==> config.mk <==
export PLATFORM = sky130hd
export DESIGN_NAME = teletext_attribute_decoder
export DESIGN_NICKNAME = d
export VERILOG_FILES = /design/src/hw/rtl/tad_pkg.sv /design/src/hw/rtl/tad_core.sv /design/src/hw/rtl/teletext_attribute_decoder.sv
export SDC_FILE = /design/constraint.sdc
export NUM_CORES = 1
export LEC_CHECK = 0
export BUFFER_PORTS_ARGS = -buffer_cell sky130_fd_sc_hd__buf_2
export CAP_MARGIN = 20
export CORE_MARGIN = 8
export CORE_UTILIZATION = 27
export DETAILED_ROUTE_END_ITERATION = 8
export PLACE_DENSITY = 0.43
export SLEW_MARGIN = 20
export SYNTH_ARGS = -nofsm -noshare
export SYNTH_HDL_FRONTEND = slang
export SYNTH_SLANG_ARGS = --single-unit
==> constraint.sdc <==
create_clock -name clock -period 5.05 [get_ports clock]
set_input_delay 1.01 -clock clock [delete_from_list [all_inputs] [get_ports clock]]
set_output_delay 1.01 -clock clock [all_outputs]
set_load 0.01 [all_outputs]
==> src/hw/rtl/tad_pkg.sv <==
`default_nettype none

package tad_pkg;

   localparam int BYTE_DELAY   = 3;
   localparam int ENABLE_DELAY = 2;
   localparam int FLASH_PERIOD = 48;
   localparam int FLASH_SHOW_FROM = 16;
   localparam int ROWS_PER_CHAR = 10;

   // glyph sets
   localparam logic [1:0] SET_ALPHA  = 2'd0;
   localparam logic [1:0] SET_CONTIG = 2'd1;
   localparam logic [1:0] SET_SEPAR  = 2'd2;

   // serial attribute control codes
   localparam logic [6:0] CTL_ALPHA_FIRST  = 7'd1;
   localparam logic [6:0] CTL_ALPHA_LAST   = 7'd7;
   localparam logic [6:0] CTL_FLASH_ON     = 7'd8;
   localparam logic [6:0] CTL_FLASH_OFF    = 7'd9;
   localparam logic [6:0] CTL_NORMAL_HT    = 7'd12;
   localparam logic [6:0] CTL_DOUBLE_HT    = 7'd13;
   localparam logic [6:0] CTL_MOSAIC_FIRST = 7'd17;
   localparam logic [6:0] CTL_MOSAIC_LAST  = 7'd23;
   localparam logic [6:0] CTL_CONCEAL      = 7'd24;
   localparam logic [6:0] CTL_CONTIGUOUS   = 7'd25;
   localparam logic [6:0] CTL_SEPARATED    = 7'd26;
   localparam logic [6:0] CTL_BLACK_BG     = 7'd28;
   localparam logic [6:0] CTL_NEW_BG       = 7'd29;
   localparam logic [6:0] CTL_HOLD_ON      = 7'd30;
   localparam logic [6:0] CTL_HOLD_OFF     = 7'd31;
   localparam logic [6:0] CHAR_FIRST       = 7'h20;

   localparam logic [2:0] COLOR_WHITE = 3'd7;
   localparam logic [2:0] COLOR_BLACK = 3'd0;

   // CSR register indexes (byte address bit 2)
   localparam logic CSR_INTERLACE = 1'b0;
   localparam logic CSR_SINGLE    = 1'b1;

   typedef struct packed {
      logic [1:0] glyph_set;
      logic [6:0] code;
   } glyph_type;

   localparam glyph_type SPACE_GLYPH = '{glyph_set: SET_ALPHA, code: 7'd0};

   typedef struct packed {
      logic       row_address_odd;
      logic       frame_start;
      logic       display_enable;
      logic [6:0] data_byte;
   } item_type;

   typedef struct packed {
      logic       interlace_sync_video;
      logic       single_output_mode;
   } cfg_type;

   // packed from bit 0 upward: display_on first
   typedef struct packed {
      logic [2:0] back_color;
      logic [2:0] fore_color;
      logic [4:0] next_glyph_row;
      logic [4:0] glyph_row;
      logic [6:0] glyph_code;
      logic [1:0] glyph_set;
      logic       display_on;
   } result_type;

endpackage

`default_nettype wire

==> src/hw/rtl/tad_core.sv <==
`default_nettype none

module tad_core
   import tad_pkg::*;
(
   input  wire         clock,
   input  wire         reset,
   input  wire         advance,
   input  item_type    item,
   input  cfg_type     cfg,
   output result_type  result
);

   logic [6:0] byte_dly_ff [BYTE_DELAY];
   logic       en_dly_ff   [ENABLE_DELAY];
   logic       en_now_ff, en_now_in;
   logic [3:0] row_ff, row_in;
   logic [5:0] flash_cnt_ff, flash_cnt_in;
   logic       flash_shown_ff, flash_shown_in;
   logic       mosaic_ff, mosaic_in;
   logic       separated_ff, separated_in;
   logic       double_ff, double_in;
   logic       flash_ff, flash_in;
   logic       dbl_seen_ff, dbl_seen_in;
   logic       lower_ff, lower_in;
   logic [2:0] fg_ff, fg_in;
   logic [2:0] bg_ff, bg_in;
   logic       hold_ff, hold_in;
   glyph_type  held_ff, held_in;
   glyph_type  shown_ff, shown_in;
   logic [2:0] shown_fg_ff, shown_fg_in;

   always_comb begin
      logic [6:0] head;
      logic       head_en;
      logic [5:0] flash_inc;
      logic [3:0] row_step;
      glyph_type  g;
      glyph_type  glyph;
      logic [4:0] grow;
      logic [4:0] nrow;

      en_now_in      = en_now_ff;
      row_in         = row_ff;
      flash_cnt_in   = flash_cnt_ff;
      flash_shown_in = flash_shown_ff;
      mosaic_in      = mosaic_ff;
      separated_in   = separated_ff;
      double_in      = double_ff;
      flash_in       = flash_ff;
      dbl_seen_in    = dbl_seen_ff;
      lower_in       = lower_ff;
      fg_in          = fg_ff;
      bg_in          = bg_ff;
      hold_in        = hold_ff;
      held_in        = held_ff;
      shown_in       = shown_ff;
      shown_fg_in    = shown_fg_ff;

      head    = byte_dly_ff[0];
      head_en = en_dly_ff[0];
      g       = SPACE_GLYPH;

      // new frame comes before the byte
      flash_inc = flash_cnt_ff + 6'd1;
      if (item.frame_start) begin
         row_in   = '0;
         lower_in = 1'b0;
         flash_cnt_in = (flash_inc >= 6'(FLASH_PERIOD)) ? 6'd0 : flash_inc;
         flash_shown_in = (flash_cnt_in >= 6'(FLASH_SHOW_FROM));
      end

      if (head_en) begin
         shown_fg_in = fg_ff;
         if (head >= CHAR_FIRST) begin
            g.glyph_set = !mosaic_ff ? SET_ALPHA : (separated_ff ? SET_SEPAR : SET_CONTIG);
            g.code      = head - CHAR_FIRST;
            shown_in    = g;
            if (mosaic_ff) begin
               if (head[5]) held_in = g;
            end else begin
               held_in = SPACE_GLYPH;
            end
         end else begin
            if (head inside {[CTL_ALPHA_FIRST:CTL_ALPHA_LAST]}) begin
               mosaic_in = 1'b0;
               fg_in     = head[2:0];
            end else if (head inside {[CTL_MOSAIC_FIRST:CTL_MOSAIC_LAST]}) begin
               mosaic_in = 1'b1;
               fg_in     = head[2:0];
            end else begin
               case (head)
                  CTL_FLASH_ON:   flash_in = 1'b1;
                  CTL_FLASH_OFF:  flash_in = 1'b0;
                  CTL_NORMAL_HT:  double_in = 1'b0;
                  CTL_DOUBLE_HT: begin
                     double_in   = 1'b1;
                     dbl_seen_in = 1'b1;
                  end
                  CTL_CONCEAL: begin
                     fg_in       = bg_ff;
                     shown_fg_in = bg_ff;
                  end
                  CTL_CONTIGUOUS: separated_in = 1'b0;
                  CTL_SEPARATED:  separated_in = 1'b1;
                  CTL_BLACK_BG:   bg_in = COLOR_BLACK;
                  CTL_NEW_BG:     bg_in = fg_ff;
                  CTL_HOLD_ON:    hold_in = 1'b1;
                  CTL_HOLD_OFF:   hold_in = 1'b0;
                  default: ;
               endcase
            end
            // held mosaic survives a control code unless height changes
            if (mosaic_ff && (hold_ff || hold_in) && (double_in == double_ff)) begin
               shown_in = held_ff;
            end else begin
               shown_in = SPACE_GLYPH;
               held_in  = SPACE_GLYPH;
            end
         end
      end

      // falling edge of delayed enable ends the scanline
      row_step = row_in + 4'd1;
      if (!head_en && en_now_ff) begin
         mosaic_in    = 1'b0;
         separated_in = 1'b0;
         double_in    = 1'b0;
         flash_in     = 1'b0;
         fg_in        = COLOR_WHITE;
         bg_in        = COLOR_BLACK;
         hold_in      = 1'b0;
         held_in      = SPACE_GLYPH;
         row_in       = row_step;
         if (row_step == 4'(ROWS_PER_CHAR)) begin
            row_in = '0;
            if (lower_in) lower_in = 1'b0;
            else if (dbl_seen_ff) lower_in = 1'b1;
         end
         dbl_seen_in = 1'b0;
      end
      en_now_in = head_en;

      glyph = shown_in;
      if ((flash_in && !flash_shown_in) || (lower_in && !double_in))
         glyph = SPACE_GLYPH;

      if (!double_in) grow = {row_in, 1'b0};
      else if (lower_in) grow = {1'b0, row_in} + 5'(ROWS_PER_CHAR);
      else grow = {1'b0, row_in};
      if (item.row_address_odd && !double_in
          && (!cfg.interlace_sync_video || cfg.single_output_mode))
         grow = grow + 5'd1;
      nrow = grow;
      if (!cfg.single_output_mode && cfg.interlace_sync_video && !double_in)
         nrow = grow + 5'd1;

      if (head_en) begin
         result.display_on     = 1'b1;
         result.glyph_set      = glyph.glyph_set;
         result.glyph_code     = glyph.code;
         result.glyph_row      = grow;
         result.next_glyph_row = nrow;
         result.fore_color     = shown_fg_in;
         result.back_color     = bg_in;
      end else begin
         result = '0;
      end
   end

   always_ff @(posedge clock) begin
      if (reset) begin
         for (int i = 0; i < BYTE_DELAY; i++) byte_dly_ff[i] <= '0;
         for (int i = 0; i < ENABLE_DELAY; i++) en_dly_ff[i] <= 1'b0;
         en_now_ff      <= 1'b0;
         row_ff         <= '0;
         flash_cnt_ff   <= 6'd1;
         flash_shown_ff <= 1'b0;
         mosaic_ff      <= 1'b0;
         separated_ff   <= 1'b0;
         double_ff      <= 1'b0;
         flash_ff       <= 1'b0;
         dbl_seen_ff    <= 1'b0;
         lower_ff       <= 1'b0;
         fg_ff          <= COLOR_WHITE;
         bg_ff          <= COLOR_BLACK;
         hold_ff        <= 1'b0;
         held_ff        <= SPACE_GLYPH;
         shown_ff       <= SPACE_GLYPH;
         shown_fg_ff    <= '0;
      end else if (advance) begin
         for (int i = 0; i < BYTE_DELAY - 1; i++) byte_dly_ff[i] <= byte_dly_ff[i + 1];
         byte_dly_ff[BYTE_DELAY - 1] <= item.data_byte;
         for (int i = 0; i < ENABLE_DELAY - 1; i++) en_dly_ff[i] <= en_dly_ff[i + 1];
         en_dly_ff[ENABLE_DELAY - 1] <= item.display_enable;
         en_now_ff      <= en_now_in;
         row_ff         <= row_in;
         flash_cnt_ff   <= flash_cnt_in;
         flash_shown_ff <= flash_shown_in;
         mosaic_ff      <= mosaic_in;
         separated_ff   <= separated_in;
         double_ff      <= double_in;
         flash_ff       <= flash_in;
         dbl_seen_ff    <= dbl_seen_in;
         lower_ff       <= lower_in;
         fg_ff          <= fg_in;
         bg_ff          <= bg_in;
         hold_ff        <= hold_in;
         held_ff        <= held_in;
         shown_ff       <= shown_in;
         shown_fg_ff    <= shown_fg_in;
      end
   end

endmodule

`default_nettype wire

==> src/hw/rtl/teletext_attribute_decoder.sv <==
`default_nettype none

// Teletext serial-attribute decoder, one character word per clock while the receiver keeps up.
// req_ channel: one word per character clock of the display timing with the
// character byte, the display-enable level, a frame-start flag and the low
// raster-row bit. rsp_ channel: one word per input word with display_on,
// glyph set, glyph code, the glyph rows of both output lines and the colors.
// The byte runs through a 3-word delay and display enable a 2-word delay,
// counted in accepted words, not cycles.
// An accepted word waits in the input register, is decoded combinationally and
// its result is loaded into the result register that drives rsp_tvalid.
// Throughput: one word per cycle while rsp_tready stays high, set by the single
// decode stage between the input register and the result register.
// csr_ port: register 0 (byte address 0) interlace_sync_video, register 1
// (byte address 4) single_output_mode; write only while no word is in flight.
// Reset: attributes return to white on black alphanumerics, the delays and
// row counter clear, the flash counter starts at 1, both CSRs clear.
// When the receiver stalls, the result register holds and the input register
// fills; req_tready then drops until rsp_tready returns.

module teletext_attribute_decoder
   import tad_pkg::*;
(
   input  wire         clock,
   input  wire         reset,
   input  wire         req_tvalid,
   output logic        req_tready,
   input  wire  [15:0] req_tdata,  // data_byte[6:0], display_enable, frame_start, row_address_odd
   output logic        rsp_tvalid,
   input  wire         rsp_tready,
   output logic [31:0] rsp_tdata,  // display_on, glyph_set[2], glyph_code[7], glyph_row[5],
                                   // next_glyph_row[5], fore_color[3], back_color[3]
   input  wire         csr_psel,
   input  wire         csr_penable,
   input  wire         csr_pwrite,
   input  wire  [2:0]  csr_paddr,
   input  wire  [31:0] csr_pwdata,
   output logic [31:0] csr_prdata,
   output logic        csr_pready
);

   logic       in_valid_ff;
   item_type   in_item_ff;
   logic       out_valid_ff;
   result_type out_ff;
   result_type result;
   cfg_type    cfg_ff;
   logic       advance;

   assign advance    = in_valid_ff && (!out_valid_ff || rsp_tready);
   assign req_tready = !in_valid_ff || advance;
   assign rsp_tvalid = out_valid_ff;
   assign rsp_tdata  = {6'd0, out_ff};
   assign csr_pready = 1'b1;

   always_comb begin
      case (csr_paddr[2])
         CSR_INTERLACE: csr_prdata = {31'd0, cfg_ff.interlace_sync_video};
         CSR_SINGLE:    csr_prdata = {31'd0, cfg_ff.single_output_mode};
         default:       csr_prdata = '0;
      endcase
   end

   always_ff @(posedge clock) begin
      if (reset) begin
         cfg_ff <= '0;
      end else if (csr_psel && csr_penable && csr_pwrite && csr_pready) begin
         if (csr_paddr[2] == CSR_INTERLACE) cfg_ff.interlace_sync_video <= csr_pwdata[0];
         else cfg_ff.single_output_mode <= csr_pwdata[0];
      end
   end

   always_ff @(posedge clock) begin
      if (reset) begin
         in_valid_ff  <= 1'b0;
         out_valid_ff <= 1'b0;
      end else begin
         if (req_tready) in_valid_ff <= req_tvalid;
         if (advance) out_valid_ff <= 1'b1;
         else if (rsp_tready) out_valid_ff <= 1'b0;
      end
   end

   always_ff @(posedge clock) begin
      if (req_tvalid && req_tready) begin
         in_item_ff.data_byte       <= req_tdata[6:0];
         in_item_ff.display_enable  <= req_tdata[8];
         in_item_ff.frame_start     <= req_tdata[9];
         in_item_ff.row_address_odd <= req_tdata[10];
      end
      if (advance) out_ff <= result;
   end

   tad_core u_core (
      .clock   (clock),
      .reset   (reset),
      .advance (advance),
      .item    (in_item_ff),
      .cfg     (cfg_ff),
      .result  (result)
   );

endmodule

`default_nettype wire

==> flow_summary_export.csv, run 1 <==
group,metric,value,unit
outcome,status,"completed",
clocking,cts_resized,0,
detailed_routing,wire_per_inst,14.3,um
floorplan,io_pins,125,
floorplan,initial_core_util,27.6,%
sta,skew,0.00908,ns
layout,drive_above_1_share,16.3,%
worst_hold_path,hp-class,"register to register",
sta,worstMarginPinSlew,0.855,ns
detailed_routing,antenna_left,0,
sta,fmax,251,MHz
floorplan,die_width,152,um
sta,hold_ws,0.471,ns
setup_path,cp-start-kind,"register",
layout,stdcell_count,750,
pwr,power_density,316,nW/um^2
detailed_routing,drc,0,
synth,synth_ff_type,"edfxtp_1",
detailed_routing,route.met3.wl,600,um
layout,seqCellArea,2530,sq um
floorplan,row_count,49,
clocking,clkSinkCount,97,
place,post-dp-hpwl,7410,um
detailed_routing,via_per_inst,4.60,
detailed_routing,wl_met1,5160,um
sta,post-route-period-util,78.7,%
setup_path,max_stage_delay,0.56,ns
layout,layout_commonest_cell,"edfxtp_1",
sta,slew_headroom,42.5,%
clocking,h-tree-depth,3,
detailed_routing,vias,3453,
setup_path,cp_data_arrival_time,4.08,ns
place,port_buffers,47,
sta,rsz0062_at_grt,"false",
clocking,clk_latency,0.35,ns
sta,slew_violations,0,
setup_path,worst_setup_path_end_kind,"register",
setup_path,critical_path_class,"register to register",
sta,hold_viol,0,
setup_path,crit_path_max_fanout,11,
synth,yosysSeqAreaShare,51.0,%
place,routabilityCongestion,0.767,
detailed_routing,wl_met2,4760,um
sta,setup_viol,0,
clocking,cts_tree,"done",
clocking,postCtsSetupBuffers,0,
global_routing,grt-ovfl-total,0,
setup_path,cp_top_family,"adder cells",
clocking,path_clk_slew,0.07,ns
synth,syn_avg_cell_area,10.4,sq um
floorplan,die_y,152,um
setup_path,cp.required,5.16,ns
layout,multi_input_area,2120,sq um
pwr,total_power,1760,uW
synth,synth.distinct_cells,60,
synth,synth_edf_count,59,
floorplan,fp.dieArea,23000,sq um
clocking,cts_buffer_depth,2,
layout,fillCellCount,1904,
sta,fin_crit,3.98,ns
setup_path,crit_chain,"nand2b_1 -> inv_1 -> ha_1 -> nor2b_1 -> nand3b_1 -> o32ai_1 -> mux2i_1 -> xor2_1 -> nor2_1 -> o21bai_1 -> ha_1 -> o211ai_1 -> o21ai_0 -> ha_1 -> mux2i_1 -> nor2_1 -> o21a_1",
place,numPlacedInstances,734,
synth,netlist_instances,479,
clocking,cts_buffers,9,
synth,async_flop_share,0,%
global_routing,grt_start_max_net_pins,44,
synth,ys_warn_count,0,
detailed_routing,highest_layer,"met4",
detailed_routing,dr.pass1.iters,5,
global_routing,grt_pass1_wl,17400,um
global_routing,grt_antenna_before_repair,0,
clocking,cts_root_buf,"clkbuf_16",
pwr,vdd_ir_drop_max,0.155,mV
global_routing,grt_pass1_vias,3537,
detailed_routing,wl,10700,um
clocking,ctsHoldBuffers,0,
run,max-cap-violations,0,
synth,ys_seq_elements,97,
setup_path,slowest_stage,"edfxtp_1",
synth,synth_area,4970,sq um
setup_path,crit_buf_inv,1,
layout,final_net_count,584,
setup_path,cp_common_cell,"ha_1",
layout,final_cell_mix,"59 x edfxtp_1, 47 x buf_2, 45 x nor2_1",
layout,synthToLayoutAreaGrowth,12.2,%
layout,antenna_cells,0,
sta,tns,0,ns
global_routing,grt_usage,9.55,%
floorplan,core,18000,sq um
detailed_routing,drt_iter0_drc,268,
pwr,leakage,0.00212,uW
## Yosys cell counts, drive strengths merged (3+ instances only)
cell | instances | area [sq um]
edfxtp | 59 | 1770
buf | 49 | 358
nor2 | 45 | 169
dfxtp | 38 | 761
and2 | 32 | 200
nand2 | 31 | 116
a21oi | 28 | 140
clkbuf | 16 | 60.1
nor2b | 15 | 93.8
a22o | 14 | 123
a211oi | 10 | 85.1
ha | 10 | 125
mux2i | 10 | 100
nor3 | 10 | 50.1
o21ai | 10 | 50.1
inv | 9 | 33.8
xnor2 | 9 | 78.8
nand2b | 8 | 50.1
nand3b | 7 | 52.6
nand3 | 6 | 30.0
nand4 | 5 | 31.3
and3 | 4 | 25.0
mux2 | 4 | 45.0
o31ai | 4 | 30.0
nor4b | 3 | 32.5
o21a | 3 | 22.5
o32ai | 3 | 33.8
## sequential cells by signal, summed over array words and instances, names as in the netlist, 2 cells and up
signal               flops
u_core.flash_cnt_ff      6
u_core.row_ff            4
u_core.held_ff           9
u_core.bg_ff             3
u_core.byte_dly_ff      21
cfg_ff                   2
u_core.en_dly_ff         2
rsp_tdata               26
u_core.fg_ff             3
in_item_ff              10
## layer usage
layer | up-vias | global-route usage (%)
li1 | 1710 | -
met1 | 1632 | 12.3
met2 | 98 | 14.7
met3 | 13 | 2.58
met4 | 0 | 4.36
met5 | - | 0
## cells by family (layout without fill, tap and decap cells)
kind of cell	Yosys count	in the layout	synth area share, %
other cells	2	38	0.151
xor+xnor	11	11	1.94
mux	14	14	2.92
compound gates	97	97	14.1
buf+inv	75	81	9.17
flops	97	97	51.0
fa+ha+maj	10	10	2.52
simple gates	173	173	18.3
## worst paths after layout
kind	cells after the start	slack [ns]	end	from
worst max-delay path	17	1.07	rsp_tdata[16]	in_item_ff[8]
worst min-delay path	1	0.47	u_core.held_ff[5]	u_core.held_ff[5]
worst max register to register	17	1.07	rsp_tdata[16]	in_item_ff[8]
worst min register to register	1	0.47	u_core.held_ff[5]	u_core.held_ff[5]
## layout make-up
cell class / instances / share of cell area (%)
tap: 229 / 5.14
clock inverter: 7 / 1.46
multi-input combinational: 343 / 38.0
inverter: 10 / 0.673
clock buffer: 9 / 4.04
timing repair buffer: 55 / 5.30
sequential: 97 / 45.4
## through the flow
stage                     utilization (%)  instance area [sq um]  setup slack [ns]
after floorplan                         -                   5100              1.31
after global placement               29.2                   5270              1.15
after detailed placement             29.2                   5270              1.10
after CTS                            30.9                   5570              1.07
after global routing                 30.9                   5580             0.664
final                                30.9                   5580              1.07
## power breakdown
group	total (uW)	leakage, uW	switching (uW)	internal (uW)
registers	894	0.000899	21.5	872
clock network	714	0.000148	321	393
logic	155	0.00107	103	52.3
total	1760	0.00212	445	1320
(Power assumes the default switching activity.)
==> inputs of run 2 (changes only) <==
==> constraint.sdc (replaced) <==
create_clock -name clock -period 3.7 [get_ports clock]
set_input_delay 0.74 -clock clock [delete_from_list [all_inputs] [get_ports clock]]
set_output_delay 0.74 -clock clock [all_outputs]
set_load 0.01 [all_outputs]
==> run 2 against run 1 <==
Net effect: clock power rose by 27%; power rose by 34%; die area did not move; critical path depth did not move; sequential share of layout area fell by 1.6 points; via count rose by 1.7%; sequential power rose by 35%; register-to-register slack got worse by 0.85 ns; global-route usage rose by 0.29 points; clock-buffer cell count rose by 1; hold slack barely moved; combinational power rose by 55%; critical endpoint is now rsp_tdata[17]; largest power group unchanged.
==> flow_summary_export.csv, run 2 (synthesis gave the netlist of run 1 again) <==
group,metric,value,unit
pwr,leakage,0.00223,uW
detailed_routing,dr.pass1.iters,5,
setup_path,cp_data_arrival_time,3.57,ns
floorplan,core,18000,sq um
layout,final_cell_mix,"59 x edfxtp_1, 47 x buf_2, 44 x nor2_1",
layout,drive_above_1_share,21.7,%
setup_path,crit_buf_inv,1,
detailed_routing,via_per_inst,4.54,
layout,stdcell_count,773,
place,numPlacedInstances,751,
global_routing,grt_start_max_net_pins,31,
floorplan,io_pins,125,
global_routing,grt-ovfl-total,0,
sta,slew_violations,0,
clocking,clkSinkCount,97,
sta,fmax,288,MHz
pwr,power_density,408,nW/um^2
outcome,status,"completed",
detailed_routing,drt_iter0_drc,160,
sta,setup_viol,0,
detailed_routing,wire_per_inst,14.2,um
sta,tns,0,ns
floorplan,die_width,152,um
detailed_routing,vias,3510,
setup_path,crit_path_max_fanout,3,
clocking,cts_tree,"done",
pwr,total_power,2360,uW
setup_path,crit_chain,"nor2b_4 -> ha_2 -> nor2b_4 -> nand3b_1 -> o32ai_4 -> mux2i_2 -> xor2_1 -> nor2_1 -> o21bai_1 -> ha_1 -> o211ai_1 -> o21ai_1 -> ha_2 -> nand3b_1 -> buf_4 -> xnor2_2 -> a21oi_1",
setup_path,cp.required,3.80,ns
sta,worstMarginPinSlew,0.765,ns
detailed_routing,antenna_left,0,
floorplan,initial_core_util,27.6,%
setup_path,cp_top_family,"adder cells",
detailed_routing,drc,0,
detailed_routing,wl,10900,um
clocking,cts_buffers,9,
clocking,clk_latency,0.35,ns
clocking,ctsHoldBuffers,0,
floorplan,fp.dieArea,23000,sq um
pwr,vdd_ir_drop_max,0.224,mV
layout,layout_commonest_cell,"edfxtp_1",
setup_path,worst_setup_path_end_kind,"register",
clocking,cts_root_buf,"clkbuf_16",
sta,rsz0062_at_grt,"true",
global_routing,grt_usage,9.84,%
place,routabilityCongestion,0.789,
sta,post-route-period-util,94.0,%
sta,fin_crit,3.48,ns
global_routing,grt_pass1_vias,3618,
clocking,cts_buffer_depth,2,
floorplan,die_y,152,um
place,port_buffers,47,
sta,slew_headroom,48.6,%
sta,hold_viol,0,
global_routing,grt_antenna_before_repair,0,
clocking,path_clk_slew,0.07,ns
setup_path,critical_path_class,"register to register",
global_routing,grt_pass1_wl,17800,um
clocking,h-tree-depth,3,
layout,largest_reg_flops,26,
layout,antenna_cells,0,
worst_hold_path,hp-class,"register to register",
sta,skew,0.00941,ns
setup_path,max_stage_delay,0.45,ns
setup_path,cp-start-kind,"register",
layout,final_net_count,607,
floorplan,row_count,49,
run,max-cap-violations,0,
layout,fillCellCount,1910,
layout,synthToLayoutAreaGrowth,16.4,%
setup_path,slowest_stage,"edfxtp_1",
place,post-dp-hpwl,7820,um
run 2: changes by cell type in the layout (fill, tap and decap cells not counted), moves of 2 or more:
cell	change
ha_2	+3
clkinv_2	+2
buf_4	+23
ha_1	-3
nor2b_4	+2
nor2b_1	-2
run 2: cell type report:
| type | count | area [sq um] | area share, % |
|---|---|---|---|
| Clock inverter | 6 | 50.0 | 0.865 |
| Clock buffer | 10 | 229 | 3.96 |
| Sequential cell | 97 | 2530 | 43.8 |
| Inverter | 10 | 37.5 | 0.649 |
| Tap cell | 229 | 287 | 4.95 |
| Multi-Input combinational cell | 343 | 2180 | 37.7 |
| Timing Repair Buffer | 78 | 468 | 8.09 |
run 2: worst reg2reg max path, stage by stage (launching register included):
cell	delay, ns
edfxtp_1	0.45
nor2b_4	0.17
ha_2	0.20
nor2b_4	0.14
nand3b_1	0.14
o32ai_4	0.16
mux2i_2	0.28
xor2_1	0.22
nor2_1	0.09
o21bai_1	0.16
ha_1	0.30
o211ai_1	0.08
o21ai_1	0.12
ha_2	0.19
nand3b_1	0.14
buf_4	0.18
xnor2_2	0.13
a21oi_1	0.08
run 2: worst paths after layout:
check / endpoint / startpoint / slack (ns) / cells past startpoint
worst max-delay path: rsp_tdata[17] / in_item_ff[8] / 0.22 / 17
worst min-delay path: u_core.flash_cnt_ff[1] / u_core.flash_cnt_ff[1] / 0.47 / 2
worst max register to register: rsp_tdata[17] / in_item_ff[8] / 0.22 / 17
worst min register to register: u_core.flash_cnt_ff[1] / u_core.flash_cnt_ff[1] / 0.47 / 2
run 2: per-layer routing:
metal | global-route usage (%) | wire length [um] | part of all wire [%]
met5 | 0 | 0 | 0
met4 | 5.29 | 230 | 2.1
met3 | 2.14 | 372 | 3.4
met2 | 15.3 | 4990 | 46
met1 | 12.5 | 5350 | 49
run 2: report_power, final:
group / switching [uW] / total (uW) / internal, uW
clock network: 440 / 909 / 469
registers: 19.3 / 1210 / 1190
logic: 154 / 241 / 87.3
run 2: repair_timing:
| action | CTS | global route |
|---|---|---|
| resized for setup | 1 | 14 |
| pin swaps | 0 | 9 |
| setup endpoints to repair | 1 | 3 |
| setup buffers | 0 | 6 |
run 2: per-stage QoR:
step	hold slack [ns]	instance area (sq um)	setup slack [ns]	util (%)
after floorplan	0.430	5110	0.00408	-
after global placement	0.446	5400	0.0748	30.0
after detailed placement	0.466	5400	0.0101	30.0
after CTS	0.475	5690	0.0458	31.5
after global routing	0.505	5780	-0.0429	32.1
final	0.470	5780	0.224	32.1
